**src/rtl/sem_pkg.sv**
```systemverilog
// Shared types and constants for the RGB Sobel edge magnitude block.
// Used by sem_ctrl, sem_datapath and sobel_edge_magnitude_rgb. No dependencies.
package sem_pkg;

    localparam int PIX_W     = 8;
    localparam int CFG_W     = 11;
    localparam int CFG_IDX_W = 2;
    localparam int ACC_W     = 12;   // signed Gx / Gy accumulator
    localparam int SUM_W     = 21;   // Gx^2 + Gy^2
    localparam int ROOT_W    = 8;
    localparam int REM_W     = 12;
    localparam int SRC_W     = 16;
    localparam int SQRT_STEPS = 8;

    // register indexes on the configuration port
    localparam logic [CFG_IDX_W-1:0] REG_FRAME_WIDTH  = 2'd0;
    localparam logic [CFG_IDX_W-1:0] REG_FRAME_HEIGHT = 2'd1;

    localparam logic [CFG_W-1:0] FRAME_WIDTH_RST  = 11'd1024;
    localparam logic [CFG_W-1:0] FRAME_HEIGHT_RST = 11'd1024;

    // item kinds on the input channel
    localparam logic MODE_PIXEL = 1'b0;
    localparam logic MODE_DRAIN = 1'b1;

    // window columns, read one per cycle
    localparam logic [1:0] COL_LEFT  = 2'd0;
    localparam logic [1:0] COL_MID   = 2'd1;
    localparam logic [1:0] COL_RIGHT = 2'd2;

    localparam logic [SUM_W-1:0]  SAT_LIMIT = 21'd65280;
    localparam logic [ROOT_W-1:0] MAG_MAX   = 8'd255;

    typedef logic [PIX_W-1:0] chan_t;

    // red in the lowest byte
    typedef struct packed {
        chan_t blue;
        chan_t green;
        chan_t red;
    } pixel_t;

    typedef struct packed {
        logic       cfg_wr;
        logic       pix_wr;
        logic       rd_issue;
        logic [1:0] rd_step;
        logic       square;
        logic       sqrt_step;
        logic       load;
    } dp_cmd_t;

    typedef struct packed {
        logic result_ready;
        logic out_free;
    } dp_status_t;

endpackage

```
**src/rtl/sem_ctrl.sv**
```systemverilog
// Sequencer for the Sobel edge magnitude block: accepts items and configuration writes and steps the
// datapath through window read, squaring, square root and result load. Uses sem_pkg.
module sem_ctrl (
    input  logic                 aclk,
    input  logic                 aresetn,
    input  logic                 s_tvalid,
    output logic                 s_tready,
    input  logic                 s_mode,
    input  logic                 cfg_valid,
    output logic                 cfg_ready,
    input  sem_pkg::dp_status_t  status,
    output sem_pkg::dp_cmd_t     cmd
);
    import sem_pkg::*;

    localparam logic [2:0] ST_IDLE   = 3'd0;
    localparam logic [2:0] ST_CHECK  = 3'd1;
    localparam logic [2:0] ST_READ   = 3'd2;
    localparam logic [2:0] ST_ACC    = 3'd3;
    localparam logic [2:0] ST_SQUARE = 3'd4;
    localparam logic [2:0] ST_SQRT   = 3'd5;
    localparam logic [2:0] ST_LOAD   = 3'd6;

    localparam logic [2:0] SQRT_LAST = 3'(SQRT_STEPS - 1);

    logic [2:0] state_reg, state_next;
    logic [2:0] step_reg, step_next;
    logic [1:0] emit_cnt_reg, emit_cnt_next;
    logic [1:0] limit_reg, limit_next;

    // next state and datapath commands
    always_comb begin
        state_next    = state_reg;
        step_next     = step_reg;
        emit_cnt_next = emit_cnt_reg;
        limit_next    = limit_reg;
        cmd           = '0;
        s_tready      = 1'b0;
        cfg_ready     = 1'b0;
        unique case (state_reg)
            ST_IDLE: begin
                cfg_ready = 1'b1;
                s_tready  = !cfg_valid;
                if (cfg_valid) begin
                    cmd.cfg_wr = 1'b1;
                end else if (s_tvalid) begin
                    cmd.pix_wr    = (s_mode == MODE_PIXEL);
                    limit_next    = (s_mode == MODE_PIXEL) ? 2'd2 : 2'd1;
                    emit_cnt_next = 2'd0;
                    state_next    = ST_CHECK;
                end
            end
            ST_CHECK: begin
                if (status.result_ready && (emit_cnt_reg < limit_reg)) begin
                    step_next  = 3'd0;
                    state_next = ST_READ;
                end else begin
                    state_next = ST_IDLE;
                end
            end
            ST_READ: begin
                cmd.rd_issue = 1'b1;
                cmd.rd_step  = step_reg[1:0];
                if (step_reg[1:0] == COL_RIGHT) begin
                    state_next = ST_ACC;
                end else begin
                    step_next = step_reg + 3'd1;
                end
            end
            ST_ACC: begin
                state_next = ST_SQUARE;
            end
            ST_SQUARE: begin
                cmd.square = 1'b1;
                step_next  = 3'd0;
                state_next = ST_SQRT;
            end
            ST_SQRT: begin
                cmd.sqrt_step = 1'b1;
                if (step_reg == SQRT_LAST) begin
                    state_next = ST_LOAD;
                end else begin
                    step_next = step_reg + 3'd1;
                end
            end
            ST_LOAD: begin
                if (status.out_free) begin
                    cmd.load      = 1'b1;
                    emit_cnt_next = emit_cnt_reg + 2'd1;
                    state_next    = ST_CHECK;
                end
            end
            default: begin
                state_next = ST_IDLE;
            end
        endcase
    end

    always_ff @(posedge aclk) begin
        if (!aresetn) begin
            state_reg    <= ST_IDLE;
            step_reg     <= 3'd0;
            emit_cnt_reg <= 2'd0;
            limit_reg    <= 2'd0;
        end else begin
            state_reg    <= state_next;
            step_reg     <= step_next;
            emit_cnt_reg <= emit_cnt_next;
            limit_reg    <= limit_next;
        end
    end

endmodule

```
**config.mk**
```make
export PLATFORM = sky130hd
export DESIGN_NAME = sem_ctrl
export DESIGN_NICKNAME = d
export VERILOG_FILES = /design/src/rtl/sem_pkg.sv /design/src/rtl/sem_ctrl.sv
export SDC_FILE = /design/constraint.sdc
export NUM_CORES = 1
export LEC_CHECK = 0
export BUFFER_PORTS_ARGS = -buffer_cell sky130_fd_sc_hd__buf_2
export CAP_MARGIN = 15
export CORE_MARGIN = 2
export CORE_UTILIZATION = 40
export CTS_BUF_LIST = sky130_fd_sc_hd__clkbuf_16
export CTS_CLUSTER_SIZE = 14
export DETAILED_ROUTE_END_ITERATION = 8
export PLACE_DENSITY_LB_ADDON = 0.3
export SLEW_MARGIN = 20
export SYNTH_ARGS = -nofsm -noshare
export SYNTH_HDL_FRONTEND = slang
export SYNTH_SLANG_ARGS = --single-unit
export TNS_END_PERCENT = 20
```
**constraint.sdc**
```tcl
create_clock -name aclk -period 2.3 [get_ports aclk]
set_input_delay 0.23 -clock aclk [delete_from_list [all_inputs] [get_ports aclk]]
set_output_delay 0.23 -clock aclk [all_outputs]
set_load 0.05 [all_outputs]
```
* Word-level counts from Yosys, hierarchy flattened *
Cells that the tools add are included.

operators by class
  bitwise operators = 2
  magnitude comparators = 1
  $add $sub $neg = 2
  multiplexer cells = 27
  equal/unequal tests = 16
  reduce and logical (&&, ||, !) cells = 9

operator list
  operator                                        count
  2-to-1 mux 3 bit                                9
  one-hot mux 3 bit (7 select lines)              1
  != test 2 bit (second input constant)           8
  == test 3 bit (second input constant)           4
  2-to-1 mux 2 bit                                6
  one-hot mux 3 bit (4 select lines)              1
  2-to-1 mux 1 bit                                9
  AND reduction 4 bit                             2
  == test 3 x 2 -> 1 bit (second input constant)  2
  AND reduction 5 bit                             1
  one-hot mux 2 bit (2 select lines)              1
  nonzero test 4 bit                              1
  adder 3 x 1 -> 3 bit (second input constant)    1
  == test 3 x 1 -> 1 bit (second input constant)  1
  logical NOT 3 bit                               1
  AND reduction 3 bit                             1
  adder 2 x 1 -> 2 bit (second input constant)    1
  == test 2 bit (second input constant)           1
  < comparator 2 bit                              1
  NOT 1 bit                                       2
  nonzero test 2 bit                              1
  logical AND 1 bit                               1
  logical NOT 1 bit                               1

word-level totals
  input port bits = 7
  flip-flop bits (word level) = 10
  word-level logic and storage cells = 61
  output and inout port bits = 10

* Depth between registers and ports, before layout *
  depth after elaboration = 4
  gate-level depth with buffers = 6

* Worst setup path before layout *
Ideal clock, no wire load.

  path type = register -> output
  start = register state_reg[2]
  end = output s_tready
  required time = 2070 ps
  cell stages (with the launch flop) = 4
  setup slack = -107 ps
  data arrival time = 2177 ps
  cells stage by stage = dfxtp_1 -> buf_2 -> buf_2 -> nor4_1

on the way
  cells in the longest elaborated chain, start to end = 2

RTL lines
  what                    line             text
  from (decl)             sem_ctrl.sv:26   logic [2:0] state_reg, state_next;
  from (signal assigned)  sem_ctrl.sv:106  state_reg <= state_next;
  logical NOT 3 bit       sem_ctrl.sv:40   unique case (state_reg)
  2-to-1 mux 1 bit        sem_ctrl.sv:40
  to (decl)               sem_ctrl.sv:7    output logic s_tready,

Every way passes these cells.

==> metrics.log <==
[metrics] placed insts: 107
[metrics] insertion delay to the later sink of the worst-skew pair: 0.24 ns
[metrics] number of placed I/O pins: 17
[metrics] cts bufs inserted: 3
[metrics] flop and latch count out of synthesis: 10
[metrics] syn_nets: 90
[metrics] delay of the slowest cell on the worst path: 0.61 ns
[metrics] Worst Clk Skew: 0.00211 ns
[metrics] max-capacitance violation count: 0
[metrics] average vias per placed instance: 5.57
[metrics] number of antenna violations at the first check in global routing: 0
[metrics] Worst Hold Class: in -> reg
[metrics] total global routing track utilization: 0.163
[metrics] # nets final: 107
[metrics] leakage power: 0.355 nW
[metrics] sequential-to-total area share from yosys stat: 0.300
[metrics] power per cell area: 675 nW/um^2
[metrics] die width: 44.9 um
[metrics] Fmax: 548 MHz
[metrics] number of global-route vias before repair: 530
[metrics] Die Footprint: 2010 um^2
[metrics] hold path startpoint: s_mode
[metrics] wire length of the first global-routing pass: 2390 um
[metrics] slew at the pin closest to its max-slew limit: 0.647 ns
[metrics] Distinct cells, synth: 36
[metrics] Post CTS Setup Buffer Count: 0
[metrics] Starting Density: 0.433
[metrics] worst setup path class: reg -> out
[metrics] deepest level of the CTS H-tree: 1
[metrics] number of failing setup endpoints in the final timing report: 0
[metrics] CTS tree: done
[metrics] number of buffers and inverters on the critical path: 1
[metrics] slowest cell on the critical path: dfxtp_1
[metrics] critical path required time: 2.07 ns
[metrics] share of synthesized registers carrying an async set or reset: 0
[metrics] Worst Reg2Reg Path Length in Cells: 4
[metrics] min Tclk post-route: 1.83 ns
[metrics] number of enable-type register cells in the synthesized netlist: 0
[metrics] height of the die: 44.9 um
[metrics] pin count of the biggest net entering global routing: 18
[metrics] total number of placement rows: 14
[metrics] Detailed Place HPWL: 1030 um
[metrics] Worst VDD drop: 442 uV
[metrics] post-synthesis cell count: 79
[metrics] layout cells sized above 1: 0.263
[metrics] Synth Area per Inst: 8.46 um^2
[metrics] RePlAce Congestion: 0.772
[metrics] cell types with the largest area share after synthesis: dfxtp_1 (30%), ha_1 (7.5%), a21oi_1 (4.5%)
[metrics] Max Fanout on Critical Path: 12
[metrics] critical path launch point: state_reg[1]$_SDFFE_PN0P_
[metrics] final max-slew violation count: 0
[metrics] final setup TNS: 0 ns
[metrics] Via Count: 618
[metrics] number of sinks on the clock net: 10
[metrics] total overflow reported by the global router: 0
[metrics] data arrival at the endpoint of the critical path: 1.60 ns
[metrics] Worst Hold Depth: 3
[metrics] CP Launch Type: flip-flop
[metrics] kind of capture point of the worst setup path: output port
[metrics] Synth Flop Type: dfxtp_1
[metrics] Filler cells: 140
[metrics] maximum clock path buffer count: 2
[metrics] RSZ-0062 raised after global routing: no
[metrics] cell taking the most area after synthesis: dfxtp_1
[metrics] first-pass iteration count of the detailed router: 4
[metrics] combined area of all synthesized cells: 668 um^2
[metrics] Layout area overhead: 23.4%
[metrics] critical path's top delay family: flip-flops
[metrics] clock root buffer: clkbuf_16
[metrics] area of all placed cells without fillers: 825 um^2
[metrics] WL/cell: 12.7 um
[metrics] logic depth of the worst path, buffers included: 3
[metrics] wire length after detailed routing: 1410 um
[metrics] cells along the critical path: nor3b_4 -> and2_1 -> buf_2
[metrics] post-cts repair resize count: 0
[metrics] ant diodes: 0
[metrics] Post-CTS Hold Fix Bufs: 0
[metrics] remaining routing DRC violations: 0
[metrics] share of the synthesized area in the top cell type: 0.300
[metrics] Worst-path clk slew: 0.04 ns
[metrics] Placement Cell Area: 746 um^2
[metrics] non-filler cells, final: 111
[metrics] number of hold violations in the final report: 0
[metrics] Iter 0 DRT Violations: 16
[metrics] number of buffers added on ports: 16
[metrics] result of the run: completed
[metrics] core box area: 1540 um^2
[metrics] headroom to the max-slew limit: 0.568
[metrics] Final Cycle Share: 0.794
[metrics] post-detailed-route count of antenna-violating nets: 0
[metrics] total power after layout: 556 uW
[metrics] critical register-to-register path startpoint: state_reg[0]$_SDFFE_PN0P_
[metrics] Yosys Warn Count: 0
==> where the power goes <==
part	switching [mW]	leakage, nW	internal, mW
Sequential	0.00738	0.0810	0.178
Clock	0.0886	0.0385	0.229
Combinational	0.0359	0.235	0.0184
==> cell usage in the layout (no fill, tap or decap) <==
cell type   n
a211o_1     1
a211oi_1    2
a21oi_1     6
a22oi_1     1
a32o_1      1
a32oi_1     1
and2_1      4
and3_1      2
and4b_1     1
buf_2      16
clkbuf_16   3
clkinv_1    1
dfxtp_1    10
ha_1        4
inv_1       7
mux2i_1     2
nand2_1     7
nand2_2     1
nand2b_1    1
nand3_1     2
nand3b_1    1
nand4_1     1
nor2_1      3
nor2b_1     3
nor3_4      1
nor3b_1     1
nor3b_4     1
nor4_2      1
o211ai_1    1
o21a_1      1
o21ai_0     2
o21ai_1     2
o21ba_2     1
o22ai_1     1
o31ai_2     1
o32a_1      1
==> logic make-up (layout without fill, tap and decap cells) <==
family,after synthesis,after routing,share of synthesized area
simple gates,30,30,0.283
mux,2,2,0.0300
compound gates,22,22,0.230
buf+inv,11,27,0.0824
fa+ha+maj,4,4,0.0749
flops,10,10,0.300
==> layer usage <==
metal | vias up | GRT usage | part of all wire
met2 | 21 | 0.226 | 0.43
met5 | - | 0 | 0
met4 | 0 | 0.0882 | 0.015
met1 | 278 | 0.227 | 0.49
li1 | 315 | - | -
met3 | 4 | 0.0480 | 0.057
==> through the flow <==
stage	utilization	setup slack (ns)	hold WS (ns)
floorplan	-	0.255	0.368
global placement	0.484	0.740	0.440
detailed placement	0.484	0.695	0.462
CTS	0.535	0.478	0.282
global route	0.535	0.375	0.313
finish	0.535	0.475	0.281
==> cell usage after synthesis (2+ instances only) <==
| cell type | number |
|---|---|
| a211oi_1 | 2 |
| inv_1 | 7 |
| dfxtp_1 | 10 |
| o21ai_0 | 2 |
| and2_1 | 4 |
| and3_1 | 2 |
| nor2b_1 | 3 |
| ha_1 | 4 |
| nand3_1 | 2 |
| a21oi_1 | 6 |
| mux2i_1 | 2 |
| buf_2 | 2 |
| o21ai_1 | 2 |
| nor2_1 | 3 |
| nand2_1 | 7 |
==> area by class of cell <==
cell class / count / area [um^2] / area share
multi-input cells: 58 / 419 / 0.508
flip-flops and latches: 10 / 200 / 0.243
repair buffers: 16 / 80.1 / 0.0971
clock buffers: 3 / 75.1 / 0.0910
inverters: 7 / 26.3 / 0.0319
well taps: 16 / 20.0 / 0.0243
clock inverters: 1 / 3.75 / 0.00455
==> path summary, 6_finish.rpt <==
check / endpoint / slack (ns)
hold reg to reg: step_reg[2]$_SDFFE_PN0P_ / 0.46
hold / removal: limit_reg[0]$_SDFFE_PN0P_ / 0.28
setup reg to reg: step_reg[0]$_SDFFE_PN0P_ / 0.66
setup / recovery: cmd[4] / 0.47
==> worst register-to-register path, stage by stage (launching register included) <==
cell,delay [ns]
dfxtp_1,0.69
nand2_1,0.11
a211o_1,0.32
o31ai_2,0.28
a21oi_1,0.11
No activity file was read; power rests on OpenSTA's default activity.
